==> src/hdl/ftpr_pkg.sv <==
// Shared types and constants for the frame-time percentile ring.
// Used by ftpr_ctrl, ftpr_lane and frame_time_percentile_ring_unit.
package ftpr_pkg;

  localparam int unsigned TimeW     = 48;
  localparam int unsigned FrameW    = 64;
  localparam int unsigned CountOutW = 8;
  localparam int unsigned PctScale  = 100;
  localparam int unsigned Pct50     = 50;
  localparam int unsigned Pct95     = 95;
  localparam int unsigned Pct99     = 99;

  typedef enum logic {
    ACT_PUSH      = 1'b0,
    ACT_SUMMARIZE = 1'b1
  } action_e;

  typedef enum logic [1:0] {
    OP_NONE = 2'd0,
    OP_SUM  = 2'd1,
    OP_CAND = 2'd2,
    OP_CMP  = 2'd3
  } op_e;

  typedef enum logic [3:0] {
    ST_IDLE,
    ST_SUM,
    ST_SUM_WAIT,
    ST_DIV_INIT,
    ST_DIV,
    ST_CAND,
    ST_SCAN,
    ST_SCAN_WAIT,
    ST_CHECK,
    ST_OUT_CPU,
    ST_OUT_GPU
  } state_e;

  typedef struct packed {
    logic start;
    op_e  op;
    logic check;
    logic div_init;
    logic div_step;
  } cmd_t;

endpackage

==> src/hdl/ftpr_ctrl.sv <==
// Controller: push bookkeeping (write position, fill count, frame counter)
// and the summarize sequencer that drives both lanes. Depends on ftpr_pkg.
module ftpr_ctrl #(
  parameter int unsigned RING_DEPTH = 128,
  parameter int unsigned AW = 7,
  parameter int unsigned CW = 8
) (
  input  logic                        clk_i,
  input  logic                        rst_ni,
  input  logic                        in_valid_i,
  output logic                        in_stall_o,
  input  logic                        action_i,
  output logic                        out_valid_o,
  input  logic                        out_stall_i,
  output logic                        series_o,
  output ftpr_pkg::cmd_t              cmd_o,
  output logic                        we_o,
  output logic [AW-1:0]               waddr_o,
  output logic [AW-1:0]               raddr_o,
  output logic [CW-1:0]               n_o,
  output logic [ftpr_pkg::FrameW-1:0] frames_o
);

  localparam int unsigned SW = ftpr_pkg::TimeW + CW;
  localparam int unsigned DW = $clog2(SW + 1);

  ftpr_pkg::state_e state_q, state_d;
  logic [AW-1:0] wpos_q, wpos_d;
  logic [CW-1:0] fill_q, fill_d;
  logic [ftpr_pkg::FrameW-1:0] frames_q, frames_d;
  logic [CW-1:0] i_q, i_d, j_q, j_d;
  logic [DW-1:0] dcnt_q, dcnt_d;
  logic [CW-1:0] last_idx;
  logic accept;

  assign last_idx = fill_q - CW'(1);
  assign accept   = in_valid_i && (state_q == ftpr_pkg::ST_IDLE);

  always_ff @(posedge clk_i or negedge rst_ni) begin
    if (!rst_ni) begin
      state_q  <= ftpr_pkg::ST_IDLE;
      wpos_q   <= '0;
      fill_q   <= '0;
      frames_q <= '0;
      i_q      <= '0;
      j_q      <= '0;
      dcnt_q   <= '0;
    end else begin
      state_q  <= state_d;
      wpos_q   <= wpos_d;
      fill_q   <= fill_d;
      frames_q <= frames_d;
      i_q      <= i_d;
      j_q      <= j_d;
      dcnt_q   <= dcnt_d;
    end
  end

  always_comb begin
    state_d     = state_q;
    wpos_d      = wpos_q;
    fill_d      = fill_q;
    frames_d    = frames_q;
    i_d         = i_q;
    j_d         = j_q;
    dcnt_d      = dcnt_q;
    cmd_o       = '{start: 1'b0, op: ftpr_pkg::OP_NONE, check: 1'b0,
                    div_init: 1'b0, div_step: 1'b0};
    we_o        = 1'b0;
    raddr_o     = j_q[AW-1:0];
    in_stall_o  = 1'b1;
    out_valid_o = 1'b0;
    series_o    = 1'b0;
    case (state_q)
      ftpr_pkg::ST_IDLE: begin
        in_stall_o = 1'b0;
        if (accept) begin
          if (action_i == ftpr_pkg::ACT_PUSH) begin
            we_o     = 1'b1;
            wpos_d   = (32'(wpos_q) == RING_DEPTH - 1) ? '0 : wpos_q + AW'(1);
            fill_d   = (32'(fill_q) == RING_DEPTH) ? fill_q : fill_q + CW'(1);
            frames_d = frames_q + ftpr_pkg::FrameW'(1);
          end else begin
            cmd_o.start = 1'b1;
            j_d = '0;
            i_d = '0;
            state_d = (fill_q == '0) ? ftpr_pkg::ST_OUT_CPU : ftpr_pkg::ST_SUM;
          end
        end
      end
      ftpr_pkg::ST_SUM: begin
        cmd_o.op = ftpr_pkg::OP_SUM;
        if (j_q == last_idx) begin
          state_d = ftpr_pkg::ST_SUM_WAIT;
        end else begin
          j_d = j_q + CW'(1);
        end
      end
      ftpr_pkg::ST_SUM_WAIT: begin
        state_d = ftpr_pkg::ST_DIV_INIT;
      end
      ftpr_pkg::ST_DIV_INIT: begin
        cmd_o.div_init = 1'b1;
        dcnt_d  = '0;
        state_d = ftpr_pkg::ST_DIV;
      end
      ftpr_pkg::ST_DIV: begin
        cmd_o.div_step = 1'b1;
        dcnt_d = dcnt_q + DW'(1);
        if (32'(dcnt_q) == SW - 1) begin
          state_d = ftpr_pkg::ST_CAND;
        end
      end
      ftpr_pkg::ST_CAND: begin
        cmd_o.op = ftpr_pkg::OP_CAND;
        raddr_o  = i_q[AW-1:0];
        j_d      = '0;
        state_d  = ftpr_pkg::ST_SCAN;
      end
      ftpr_pkg::ST_SCAN: begin
        cmd_o.op = ftpr_pkg::OP_CMP;
        if (j_q == last_idx) begin
          state_d = ftpr_pkg::ST_SCAN_WAIT;
        end else begin
          j_d = j_q + CW'(1);
        end
      end
      ftpr_pkg::ST_SCAN_WAIT: begin
        state_d = ftpr_pkg::ST_CHECK;
      end
      ftpr_pkg::ST_CHECK: begin
        cmd_o.check = 1'b1;
        if (i_q == last_idx) begin
          state_d = ftpr_pkg::ST_OUT_CPU;
        end else begin
          i_d = i_q + CW'(1);
          state_d = ftpr_pkg::ST_CAND;
        end
      end
      ftpr_pkg::ST_OUT_CPU: begin
        out_valid_o = 1'b1;
        if (!out_stall_i) begin
          state_d = ftpr_pkg::ST_OUT_GPU;
        end
      end
      ftpr_pkg::ST_OUT_GPU: begin
        out_valid_o = 1'b1;
        series_o    = 1'b1;
        if (!out_stall_i) begin
          state_d = ftpr_pkg::ST_IDLE;
        end
      end
      default: begin
        state_d = ftpr_pkg::ST_IDLE;
      end
    endcase
  end

  assign waddr_o  = wpos_q;
  assign n_o      = fill_q;
  assign frames_o = frames_q;

endmodule

==> config.mk <==
export PLATFORM = sky130hd
export DESIGN_NAME = ftpr_ctrl
export DESIGN_NICKNAME = d
export VERILOG_FILES = /design/src/hdl/ftpr_pkg.sv /design/src/hdl/ftpr_ctrl.sv
export SDC_FILE = /design/constraint.sdc
export NUM_CORES = 1
export LEC_CHECK = 0
export BUFFER_PORTS_ARGS = -buffer_cell sky130_fd_sc_hd__clkbuf_2
export CAP_MARGIN = 5
export CORE_MARGIN = 2
export CORE_UTILIZATION = 50
export CTS_CLUSTER_SIZE = 14
export DETAILED_ROUTE_END_ITERATION = 6
export HOLD_SLACK_MARGIN = 0.06
export MAX_ROUTING_LAYER = met4
export PLACE_DENSITY = 0.73
export SLEW_MARGIN = 20
export SYNTH_ARGS = -nofsm -noshare
export SYNTH_HDL_FRONTEND = slang
export SYNTH_SLANG_ARGS = --single-unit
==> constraint.sdc <==
create_clock -name clk_i -period 3 [get_ports clk_i]
set_input_delay 0.3 -clock clk_i [delete_from_list [all_inputs] [get_ports clk_i]]
set_output_delay 0.3 -clock clk_i [all_outputs]
set_load 0.01 [all_outputs]
* Yosys cells after proc, flatten, opt, wreduce, memory -nomap -nowiden
Index checks and enable logic that the tools add are counted.
Word-level totals: input port bits 5, logic and storage cells 85, output and inout port bits 96, register bits 105
Cells by class: bitwise gates (word level) 2, equal/unequal tests 24, multiplexer cells 32, $add $sub $neg 7, reduce and logical (&&, ||, !) cells 13
Operator list (count):
- $add A64 B1 Y64 const B | 1
- $pmux W4 S11 | 1
- $mux W4 | 9
- $mux W8 | 4
- $add A8 B1 Y8 const B | 3
- $pmux W8 S3 | 1
- $ne A2 B2 Y1 const B | 9
- $eq A4 B3 Y1 const B | 4
- $eq A8 B8 Y1 | 2
- $pmux W8 S2 | 1
- $mux W7 | 2
- $eq A4 B4 Y1 const B | 3
- $mux W1 | 12
- $pmux W6 S2 | 1
- $reduce_and A4 Y1 | 3
- $eq A4 B2 Y1 const B | 2
- $eq A8 B8 Y1 const B | 1
- $logic_not A8 Y1 | 1
- $sub A8 B1 Y8 const B | 1
- $add A7 B1 Y7 const B | 1
- $eq A7 B7 Y1 const B | 1
- $reduce_and A7 Y1 | 1
- $add A6 B1 Y6 const B | 1
- $eq A6 B6 Y1 const B | 1
- other kinds (9) | 12

* Longest topological paths before layout
Gate-level depths: netlist of the first run.
word-level depth 5, depth in mapped cells 11, mapped depth without buffers 9

* Worst setup path after synthesis of the first run
OpenSTA, ideal clock, no wires.
path type flip-flop to flip-flop, start point register fill_q[0], in the netlist n_o[0], end point register j_q[2], data arrival time 2.592 ns, cell stages (with the launch flop) 12, required time 2.874 ns, path buffers 2, path slack 0.282 ns, library setup time 0.126 ns, period minus slack after synthesis 2.718 ns, cells stage by stage dfrtp_1 buf_2 inv_1 ha_1 nor3b_2 nand3b_1 a311o_1 nand4_1 o21ai_2 and3_1 buf_6 a221o_1
On the way: word-level cells in the longest chain between the ends 4
Ends and longest elaborated chain:
- start, declared | RTL line ftpr_ctrl.sv:29 | logic [CW-1:0] fill_q, fill_d;
- start signal, assigned | RTL line ftpr_ctrl.sv:51 | fill_q <= fill_d;
- $sub A8 B1 Y8 | RTL line ftpr_ctrl.sv:36 | assign last_idx = fill_q - CW'(1);
- net last_idx[0] | RTL line ftpr_ctrl.sv:33 | logic [CW-1:0] last_idx;
- $eq A8 B8 Y1 | RTL line ftpr_ctrl.sv:93, ftpr_ctrl.sv:122
- $ne A2 B2 Y1 (no line)
- $reduce_and A4 Y1 (no line)
- end signal, assigned | RTL line ftpr_ctrl.sv:54 | j_q <= j_d;
- end, declared | RTL line ftpr_ctrl.sv:31 | logic [CW-1:0] i_q, i_d, j_q, j_d;
The timed path passes the listed nets, and every way through them passes these cells. A chain may end at the register's enable or synchronous reset.

* Worst setup path after layout of the first run
start point register fill_q[1], in the netlist n_o[1], end point register j_q[3]
On the way: word-level cells in the longest chain between the ends 4
Ends and longest elaborated chain (RTL line):
- $sub A8 B1 Y8 | ftpr_ctrl.sv:36
- $eq A8 B8 Y1 | ftpr_ctrl.sv:93, ftpr_ctrl.sv:122
- $ne A2 B2 Y1 (no line)
- $reduce_and A4 Y1 (no line)
No other way between the ends.

==> results.txt, run 1 <==
The run finished with clean final reports. The signal on the critical path passes through inv_1 -> ha_1 -> nor3b_2 -> nand3b_1 -> a311o_1 -> nand4_1 -> o21ai_2 -> and3_1 -> a221o_1. The leakage power figure is 0.00321 uW. TritonCTS built the clock tree. After clock tree synthesis, the clock-pin slew on the worst setup and hold paths is approximately 0.070 ns. The number of warnings issued by yosys is 0. For this run, the leading register cell type out of synthesis is sky130_fd_sc_hd__dfrtp_1. The first-pass GRT wire length came out at 22500 um.

The overall die area is 12200 um2. The vertical extent of the die came out at 110 um. The largest net degree at the start of global routing is 62. The final count of pins violating max slew came out at 0. The critical path capture point type is a register. The kind of critical path is register to register. After floorplanning, the core was sized to cover around 11000 um2. The kind of start point of the critical path is a register. The post-route antenna net violation count came out at 0. Setup violations remaining at the end of the flow were counted as 0. The ratio of final minimum period to clock period came out at between 90% and 100%.

The antenna cell count is 0. For this configuration, the core starts out at a cell density of 51.8%. The share of synthesized area occupied by flip-flops and latches came out at a little under half. Headroom to the max-slew limit came out at 59.5%. Averaged over all synthesized cells, the footprint is ~9.7 um2.

The largest driver fanout on the critical path is 10. Combinational cells account for 1.3% of the total power. Together, buffers and inverters on the worst path number 1. The highest clock frequency the design can meet is ~360 MHz. Using the TritonRoute via totals, the vias-per-cell ratio works out to 5.60.

The number of distinct library cell variants in the gate-level netlist after synthesis is 64. The final layout net count came out at 700. The register share of total power is a little over half.

The final setup TNS is 0 ns. The post-detailed-route wirelength per cell came out at approximately 16 um. The total power divided by cell area came out at 404 nW/um2. The all-layer global routing usage is 22.9%. The top cell type's share of synthesized area is 46.4%. For the worst-skew pair, the clock arrives at the later sink with an insertion delay of 0.36 ns. Clock tree synthesis selected as its root buffer the cell sky130_fd_sc_hd__clkbuf_16.

The floorplan die width came out at ~110 um. Counting flops and latches in the post-synthesis netlist gives 105. The maximum level of the CTS H-tree is 3. Counting the fill cells in the layout gives 936.

The data arrival time of the critical path is 2.99 ns. The number of search-and-repair iterations in the first detailed-routing pass came out at 5. The worst slack at placement came out at 0.301 ns.

The vias after detailed routing is about 4700. Setup repair after global routing left no endpoint under its margin. The final wirelength came out at 13100 um.

Tracing the worst setup path back leads to its startpoint at n_o[1]. The share of total power dissipated in the clock network is 46.1%. In this run the critical register-to-register path is launched from n_o[1]. The fraction of final layout cells sized beyond drive strength 1 is 22.4%. The total net switching power came out at 590 uW. In the layout the commonest cells are sky130_fd_sc_hd__dfrtp_1, sky130_fd_sc_hd__clkbuf_2, sky130_fd_sc_hd__nand2_1, sky130_fd_sc_hd__xnor2_1, sky130_fd_sc_hd__nand3_1. The congestion estimate from routability-driven global placement came to between 0.8 and 0.9.

From synthesis to final layout, the design area changed by 17.6%. The number of instances resized during post-cts repair came out at 0. The max-cap check violation count is 0. The number of instances in the synthesized netlist came out at 585. The total overflow left after global routing is 0.

The number of buffers on the longest clock path is 2. The internal portion of total power is 2100 uW. The number of enable-type register cells in the synthesized netlist is 0. sky130_fd_sc_hd__dfrtp_1 takes more of the synthesized area than any other cell. For this design, the slowest cell found on the critical path is sky130_fd_sc_hd__nor3b_2. Yosys attributes the largest share of cell area to sky130_fd_sc_hd__dfrtp_1, sky130_fd_sc_hd__xnor2_1, sky130_fd_sc_hd__nand2_1, sky130_fd_sc_hd__nand3_1, sky130_fd_sc_hd__nand4_1. The number of endpoints with negative hold slack in the final report is 0. The peak per-stage delay on the critical path came out at 0.41 ns. The data required time at the worst endpoint is 3.24 ns.

The number of buffers added by the clock tree synthesis step came out at 9. The number of antenna violations at the first check in global routing is 0. The worst hold path begins at out_stall_i. After detailed routing, the number of remaining DRC violations is 0. The number of core rows came out at 38. Grouping stages by cell kind, the critical path spends the most delay in simple AND/OR/NAND/NOR gates.

The maximum clock skew at final layout is 0.00821 ns. The net count after synthesis is 598. The min-delay analysis places its worst path in the category primary input to register. Counting I/O delays and the setup requirement, the final critical path takes 2.75 ns.

The proportion of total power due to net switching came out at 21.9%. The I/O pin count came out at 101. The clock drives around 110 sinks. The final critical-path setup slack came out at around 0.25 ns. In this run the register-to-register setup slack is 0.25 ns.

The mapped cell area is 5660 um2. Port buffering added 100 buffers. The fraction of registers with async set/reset came out at 100%.

Summed over all nets, the half-perimeter wirelength after detailed placement is 9630 um. The actual transition at the worst max-transition pin is a little over 0.6 ns. The via count of the first global-routing pass is between 4000 and 5000. The maximum vdd ir drop is 398 uV.

Leaving out fill and tap cells, the most frequent cell in the layout is sky130_fd_sc_hd__dfrtp_1. The number of DRC markers in iteration 0 came out at 315.
[power by group through the flow]
stage	logic [uW]	clock network, uW	registers (uW)
2_1_floorplan	1.07	0	1440
3_3_place_gp	36.2	0	1440
3_5_place_dp	37.5	0	1440
4_1_cts	38.4	1270	1410
5_1_grt	42.7	1330	1410
6_report	35.9	1240	1410
[worst register-to-register path, cell delays in order (launching register included)]
cell	delay (ns)
sky130_fd_sc_hd__dfrtp_1	0.38
sky130_fd_sc_hd__inv_1	0.09
sky130_fd_sc_hd__ha_1	0.29
sky130_fd_sc_hd__nor3b_2	0.41
sky130_fd_sc_hd__nand3b_1	0.15
sky130_fd_sc_hd__a311o_1	0.33
sky130_fd_sc_hd__nand4_1	0.13
sky130_fd_sc_hd__o21ai_2	0.16
sky130_fd_sc_hd__and3_1	0.33
sky130_fd_sc_hd__a221o_1	0.37
[cells in the mapped netlist, types with 4 or more instances]
master	instances
sky130_fd_sc_hd__nand4_1	32
sky130_fd_sc_hd__and4_1	7
sky130_fd_sc_hd__dfrtp_1	105
sky130_fd_sc_hd__clkbuf_1	12
sky130_fd_sc_hd__o31ai_1	6
sky130_fd_sc_hd__a21o_1	5
sky130_fd_sc_hd__nand2_1	75
sky130_fd_sc_hd__xnor2_1	74
sky130_fd_sc_hd__nor4_1	4
sky130_fd_sc_hd__nand3_1	45
sky130_fd_sc_hd__or2_2	4
sky130_fd_sc_hd__and3_1	17
sky130_fd_sc_hd__nor2b_1	5
sky130_fd_sc_hd__nor2_1	42
sky130_fd_sc_hd__a21oi_1	9
sky130_fd_sc_hd__o21ai_0	19
sky130_fd_sc_hd__xor2_1	19
sky130_fd_sc_hd__ha_1	8
sky130_fd_sc_hd__mux2i_1	5
sky130_fd_sc_hd__inv_1	12
sky130_fd_sc_hd__buf_2	7
sky130_fd_sc_hd__nor3_1	10
sky130_fd_sc_hd__and2_1	4
sky130_fd_sc_hd__nand2b_1	4
[cells by family after synthesis]
family	Yosys count	share of synthesized area, %
AOI/OAI and AO/OA	58	6.83
and+or+nand+nor	277	26.2
xor gates and xnor gates	93	14.4
DFF	105	46.4
buffers and inverters	36	2.81
muxes	8	1.55
adders and majority gates	8	1.77
[sequential cells by signal (all words and copies together) (netlist names)]
| name | count |
|---|---|
| j_q | 8 |
| waddr_o | 7 |
| frames_o | 64 |
| dcnt_q | 6 |
| n_o | 8 |
| i_q | 8 |
| state_q | 4 |
[worst paths after layout]
| kind | end | cells after the start |
|---|---|---|
| min in group asynchronous | frames_o[23] | 2 |
| worst max register to register | j_q[3] | 9 |
| worst min-delay path | state_q[3] | 3 |
| max in group asynchronous | waddr_o[0] | 3 |
| worst max-delay path | j_q[3] | 9 |
| worst min register to register | dcnt_q[5] | 1 |
[metrics by stage]
stage / total power [uW] / cell area [um2] / cells / hold slack [ns] / utilization, %
2_1_floorplan: 1440 / 5660 / 585 / 0.00441 / -
3_3_place_gp: 1480 / 6330 / 815 / 0.342 / 57.9
3_5_place_dp: 1480 / 6330 / 815 / 0.354 / 57.9
4_1_cts: 2730 / 6660 / 832 / 0.237 / 60.9
5_1_grt: 2790 / 6660 / 832 / 0.262 / 60.9
6_report: 2690 / 6660 / 832 / 0.257 / 60.9
[routing by layer]
layer,track usage (%),vias to the layer above,part of all wire (%)
met4,5.50,0,1.2
met5,-,-,0
li1,-,2252,-
met1,29.4,2262,45
met3,5.60,16,5.1
met2,36.8,128,49
[final cells by class]
class                      instances  area [um2]  area share, %
tap                              140         175           2.63
clock inverter                     6        73.8           1.11
inverter                          14        52.6          0.789
multi-input combinational        444        2870           43.2
clock buffer                      10         239           3.59
timing repair buffer             113         616           9.25
sequential                       105        2630           39.5
[repair_timing]
item | CTS | global route
setup endpoints to repair | 0 | 0
endpoints found under the hold margin | 44 | 0
hold buffers | 1 | 0
buffers inserted | 0 | 0
Note: power is estimated with default switching activity, not from simulation.
==> inputs of run 2 (changes only) <==
Settings changed: ABC_AREA from default to 1, CORE_MARGIN 2 to default, PLACE_DENSITY 0.73 to 0.72, SLEW_MARGIN 20 to 5.
==> results.txt, run 2 <==
The run finished with clean final reports. The first global-routing pass estimated about 27000 um of wire. Port buffering added 100 buffers. The commonest register cell after synthesis is sky130_fd_sc_hd__dfrtp_1.

The number of buffers added by the clock tree synthesis step came out at 9. The number of instances in the synthesized netlist came out at a little under 900. The all-layer global routing usage came out at between 20% and 30%. The largest total area in the synthesized netlist belongs to sky130_fd_sc_hd__dfrtp_1. Once placement completed, the tool counted placed cells totaling 1144.

The mapped cell area came out at 6540 um2. The worst hold margin is 0.178 ns. The number of setup buffers added after CTS is 0. For this design, the sink count on the clock tree is about 110. The kind of path behind the tightest hold check is primary input to register. In this run the static leakage power is between 0.003 and 0.004 uW. When the netlist entered floorplanning its net count stood at 888. The tree is rooted in a sky130_fd_sc_hd__clkbuf_16. The clock period minus worst slack came out at ~2.4 ns.

In the synthesized netlist the async set-or-reset flop fraction comes to 100%. The synthesized design contains 0 enable-type register cells. The number of antenna violations at the first check in global routing came to 0. At the pin with the least slew margin, the transition time is around 0.84 ns. In this run the worst path has a maximum fanout of 15. The post-layout instance count excluding filler cells is 1159. Buffers inserted to repair hold after CTS numbered 1. The data required time at the worst endpoint is 2.70 ns. After clock tree synthesis, the clock-pin slew on the worst setup and hold paths is 0.07 ns. The ratio of final minimum period to clock period came out at 80.0%. The number of warnings issued by yosys is 0. Leaving out fill and tap cells, the most frequent cells in the layout are sky130_fd_sc_hd__nand2_1, sky130_fd_sc_hd__nor2_1, sky130_fd_sc_hd__inv_1, sky130_fd_sc_hd__dfrtp_1, sky130_fd_sc_hd__clkbuf_2. The peak per-stage delay on the critical path is ~0.66 ns. The flip-flop count of the largest register after layout is 64. The core box area came out at 12700 um2. Along the worst hold path, the cell count comes to 3. The clock arrives with about 0.012 ns of skew. In this run the most critical hold path is launched from out_stall_i. The first detailed-routing pass took 5 iterations.

The final wirelength came out at 16600 um. The critical path in this run is classified as register to output port. The met2 routing resource usage after global routing is a little under two fifths. Setup violations remaining at the end of the flow were counted as 0.

For this design the top-level I/O count stands at 101. The worst max-slew margin expressed relative to the limit is 43.7%. TritonCTS built the clock tree. The number of cell instances on the worst register-to-register path is 10. The worst register-to-register path ends at frames_o[61]. STA puts the critical path data arrival time at 2.10 ns. Walking the worst path, the cells encountered are inv_1 -> nor2_1 -> inv_1 -> nor2_1 -> o21ai_0 -> clkbuf_2. Setup repair after global routing left no endpoint under its margin. The clock latency reported for the late side of the worst-skew pair came out at 0.35 ns. The post-route DRC violation count is 0. At the end of the flow the core is filled with cells to 59.7%. The slowest stage of the critical path is the sky130_fd_sc_hd__nor2_1 cell. For this run, global-route usage on met3 was measured as 6.33%. In the routed layout, each cell is associated on average with a via count of approximately 5.3.

The number of distinct library cell variants in the gate-level netlist after synthesis is 35. The final count of pins violating max slew came to 0. The number of core rows is 41. The maximum vdd ir drop is roughly 390 uV. The maximum level of the CTS H-tree came out at 3.

Leaving out fill and tap cells, the most frequent cell in the layout is sky130_fd_sc_hd__nand2_1. No sink is reached through more buffers than the 2 on the longest clock path. From synthesis to final layout, the design area changed by 15.6%. The critical path capture point type is an output port. The antenna cell count came out at 0. The worst-case register-to-register setup slack came out at 0.74 ns. The die covers 13500 um2. The leftover overflow at the end of global routing is 0.

The via count of the first global-routing pass came out at ~5400. The post-route antenna net violation count is 0. For met1 alone, demand over resource in global routing was 39.4%. The max-cap check violation count came out at 0. STA classifies the critical path startpoint as a register.

The share of synthesized area occupied by flip-flops and latches came out at 40.2%. The finished layout cell area came out at 7560 um2. The number of endpoints with negative hold slack in the final report came out at 0. The initial utilization of the core area, before any placement, comes to 51.6%. By area the synthesized netlist is led by sky130_fd_sc_hd__dfrtp_1, sky130_fd_sc_hd__nand2_1, sky130_fd_sc_hd__xor2_1, sky130_fd_sc_hd__nand3_1, sky130_fd_sc_hd__nor2_1.

The die is 116 um wide. Once the clock tree was built, the resizer swapped 0 gates to a different size. After synthesis, the most frequently instantiated cells are sky130_fd_sc_hd__nand2_1, sky130_fd_sc_hd__nor2_1, sky130_fd_sc_hd__dfrtp_1, sky130_fd_sc_hd__inv_1, sky130_fd_sc_hd__nand3_1.

The total power divided by cell area is 617 nW/um2. After synthesis, the mean cell area works out to 7.48 um2. The final route contains ~6100 vias. The top cell type by area accounts for between 40% and 50% of the synthesized area.

The final setup TNS is 0 ns. The weighted congestion reported at the end of routability-driven placement came out at between 0.9 and 1. After detailed routing, the average wire length per cell comes to between 10 and 15 um. The most common cell in the synthesized netlist is sky130_fd_sc_hd__nand2_1. The floorplan step set the die height to 116 um. The hold-critical path endpoint is state_q[3]. Entering global routing, the biggest net connects 52 pins. The final layout net count is 997. The highest clock frequency the design can meet came out at 417 MHz. The wire-length estimate of the detail-placed layout is 12900 um. The post-placement cell area is 7270 um2. The fraction of final layout cells sized beyond drive strength 1 came out at 16.7%. The number of DRC markers in iteration 0 is 555. In this run the critical register-to-register path is launched from state_q[1]. The number of synthesized register bits is around 110. After global routing, the most crowded layer is met1.
==> run 2: changes by cell type after synthesis, moves of 21 or more <==
cell	previous run	this run
sky130_fd_sc_hd__nor3_1	10	31
sky130_fd_sc_hd__inv_1	12	105
sky130_fd_sc_hd__nand3_1	45	81
sky130_fd_sc_hd__nor2_1	42	106
sky130_fd_sc_hd__nand2_1	75	222
sky130_fd_sc_hd__xnor2_1	74	22
sky130_fd_sc_hd__xor2_1	19	55
==> run 2: final cells by class <==
cell class	instances	area [um2]
Tap cell	172	215
Multi-Input combinational cell	653	3470
Timing Repair Buffer	104	548
Sequential cell	105	2630
Clock inverter	3	42.5
Clock buffer	11	243
Inverter	111	417
Fill cell	1222	5110
==> run 2: layer usage <==
| metal | wire length (um) | vias up |
|---|---|---|
| met2 | 7170 | 209 |
| li1 | - | 3014 |
| met4 | 233 | 0 |
| met3 | 1200 | 19 |
| met5 | 0 | - |
| met1 | 8000 | 2854 |
==> run 2: worst max path at each step <==
stage	start	end	slack, ns
floorplan	n_o[0]	i_q[4]	1.06
finish	state_q[2]	raddr_o[1]	0.60
global placement	state_q[1]	frames_o[61]	0.78
global route	state_q[0]	raddr_o[1]	0.35
CTS	state_q[2]	raddr_o[1]	0.62
detailed placement	state_q[2]	frames_o[61]	0.74
==> run 2: kinds of logic after synthesis <==
group | count (synthesis) | share of synthesized area, %
compound gates | 46 | 3.71
xor+xnor | 77 | 10.3
fa+ha+maj | 8 | 1.53
buf+inv | 117 | 6.83
flops | 105 | 40.2
simple gates | 522 | 37.5
==> run 2: through the flow <==
step                setup slack [ns]  total power [uW]
floorplan                       1.06              2970
global placement               0.779              3480
detailed placement             0.742              3500
CTS                            0.625              4690
global route                   0.347              4990
finish                         0.601              4660
==> run 2: where the power goes <==
part	total [uW]	switching, uW	internal [uW]
clock network	1180	519	660
logic	1610	1070	537
registers	1870	273	1600
total	4660	1870	2800
==> run 2: critical path: cells and delay by family (launching register included) <==
family	cells	cell delay (ns)
AND/OR/NAND/NOR	2	0.77
flip-flops	1	0.40
AO/OA/AOI/OAI	1	0.24
buffers and inverters	3	0.33
==> inputs of run 3 (changes only) <==
Settings changed: PLACE_DENSITY 0.72 to 0.74.
Clock period 3 ns to 2 ns, I/O delays scaled along.
==> results.txt, run 3 (synthesis results as in run 2) <==
The run finished with clean final reports. The post-detailed-route wirelength per cell came out at 14.5 um. The maximum level of the CTS H-tree came out at 3. Subtracting the final worst setup slack from the clock period gives 1.93 ns.

After detailed routing, the number of remaining DRC violations is 0. The count of clock tree sinks came out at 105. The fraction of final layout cells sized beyond drive strength 1 came out at 23.8%. The actual transition at the worst max-transition pin is 0.468 ns.

The clock latency reported for the late side of the worst-skew pair came out at 0.35 ns. At the end of the flow the core is filled with cells to 64.2%. Setup repair after global routing could not meet its margin everywhere.

Clock-pin slew was measured on the worst setup and hold paths at ~0.060 ns. The number of fill cells in the layout came out at 1147. The critical path capture point type is an output port.

The initial core utilization came out at 51.6%. Setup violations remaining at the end of the flow were counted as 0. The proportion of total power due to net switching is 38.9%. between 100 and 150 I/O pins were placed. Of the total power, registers draw 36.2%. The core box area came out at 12700 um2.

The estimated wirelength of the detail-placed design is around 13000 um. In the routed layout, each cell is associated on average with a via count of ~5.2. The final layout net count came out at 1049. The vertical extent of the die is around 120 um. The highest clock frequency the design can meet is 519 MHz. In this run, CTS created clock tree buffers numbering 9. The largest net degree at the start of global routing came out at 31. The first-pass GRT wire length is around 28000 um. The flip-flop count of the largest register after layout came out at 64. The cell sitting at the root of the clock tree is a sky130_fd_sc_hd__clkbuf_16. The area growth from synthesis to layout is 24.2%.

The total area of sequential cells came out at about 2600 um2. The via count of the first global-routing pass came out at 5557. The area of the multi-input gates came out at 3600 um2. The number of instances in the placed design came out at 1180. The vias after detailed routing is approximately 6300.

The number of core rows came out at 41. The floorplan step defined a die boundary enclosing between 10000 and 15000 um2. For the worst setup path, the data arrival time is between 1.5 and 2 ns.

On the final layout, the worst clock skew is 0.00893 ns. The combinational fraction of design power is about two fifths. Leaving out fill and tap cells, the most frequent cells in the layout are sky130_fd_sc_hd__nand2_1, sky130_fd_sc_hd__inv_1, sky130_fd_sc_hd__nor2_1, sky130_fd_sc_hd__clkbuf_2, sky130_fd_sc_hd__dfrtp_1. Cell internal power was estimated by the tool at 4680 uW.

The number of antenna violations at the first check in global routing is 0. The post-route antenna net violation count is 0. The most critical setup path has its startpoint at state_q[1].

Across the VDD grid, the largest voltage drop is 697 uV. The start point of the worst hold path is out_stall_i. The post-placement cell area is 7540 um2. The all-layer global routing usage came out at 27.6%. Hold is met by 0.103 ns.

The number of endpoints with negative hold slack in the final report came out at 0. The number of buffers on the longest clock path is 2. In this run the power spent charging and discharging nets is 2980 uW. The ratio of final minimum period to clock period is 96.4%. The worst slack at placement is -0.0237 ns. The finished layout cell area is 8130 um2. The leakage power figure is 0.00400 uW. The kind of critical path is register to output port. The post-layout instance count excluding filler cells is 1213. The worst hold path belongs to the class primary input to register. The repair_antennas step left the layout with diodes totalling 0. The final count of pins violating max slew is 0. The weighted congestion reported at the end of routability-driven placement is 0.933.

The part of the power in the clock network came out at 25.0%. The worst path meets setup with 0.0726 ns of slack. For this design the ratio of total power to cell area is 943 nW/um2. The leftover overflow at the end of global routing came out at 0.

During placement, the flow inserted port buffers numbering 100. The number of search-and-repair iterations in the first detailed-routing pass is 5. The worst max-slew margin expressed relative to the limit is 68.7%.

STA puts the critical path data required time at 1.80 ns. TritonCTS built the clock tree. Leaving out fill and tap cells, the most frequent cell in the layout is sky130_fd_sc_hd__nand2_1.

The floorplan die width came out at 116 um. Across the run, the number of max-cap violations was 0. The worst setup path is launched from a register.

The routed design has roughly 18000 um of wire. The worst register-to-register path begins at state_q[0]. Of all nets on the critical path, the largest fanout is 8. The first routing iteration left 666 violations.
[run 3: area by class of cell]
class                   instances  share of cell area (%)
clock inverters                 1                   0.369
repair buffers                154                    11.5
multi-input cells             655                    44.3
clock buffers                  15                    3.66
flip-flops and latches        105                    32.5
well taps                     172                    2.65
inverters                     111                    5.13
[run 3: final timing paths]
kind | endpoint | slack (ns) | cells past startpoint
max | raddr_o[0] | 0.07 | 8
min | state_q[3] | 0.10 | 3
max reg2reg | n_o[7] | 0.10 | 8
min reg2reg | dcnt_q[4] | 0.50 | 1
max in group asynchronous | state_q[0] | 1.03 | 3
min in group asynchronous | n_o[6] | 0.35 | 2
[run 3: timing repair]
action / 4_1_cts / 5_1_grt
resized for setup: 1 / 43
endpoints found under the hold margin: 25 / 0
pin swaps: 1 / 17
cloned: 0 / 3
hold buffers: 1 / 0
buffers inserted: 1 / 12
setup endpoints to repair: 1 / 38
[run 3: critical path, stage by stage, from the launching register on]
cell and delay, ns:
sky130_fd_sc_hd__dfrtp_1 0.41, sky130_fd_sc_hd__buf_4 0.16, sky130_fd_sc_hd__nor2_1 0.10, sky130_fd_sc_hd__inv_1 0.09
sky130_fd_sc_hd__nor2_4 0.13, sky130_fd_sc_hd__buf_6 0.15, sky130_fd_sc_hd__nand2_1 0.05, sky130_fd_sc_hd__o21ai_0 0.11
sky130_fd_sc_hd__buf_2 0.18
[run 3: power groups by stage]
stage               logic, uW  registers [uW]  clock network (uW)
global route             3300            2820                2050
global placement         2620            2780                   0
finish                   2980            2770                1910
floorplan                1640            2820                   0
CTS                      2680            2750                1960
detailed placement       2660            2790                   0
[run 3: stage by stage]
stage | total power [uW] | setup TNS, ns
CTS | 7390 | -0.00216
finish | 7660 | 0
global placement | 5400 | 0
detailed placement | 5450 | -0.0237
floorplan | 4460 | 0
global route | 8160 | -0.311
[run 3: metal layers]
metal / vias to the layer above / global-route usage [%] / wire length, um
met5: - / - / 0
met4: 0 / 5.47 / 193
met3: 16 / 6.43 / 1140
met2: 201 / 40.0 / 7840
met1: 2919 / 39.3 / 8410
li1: 3120 / - / -
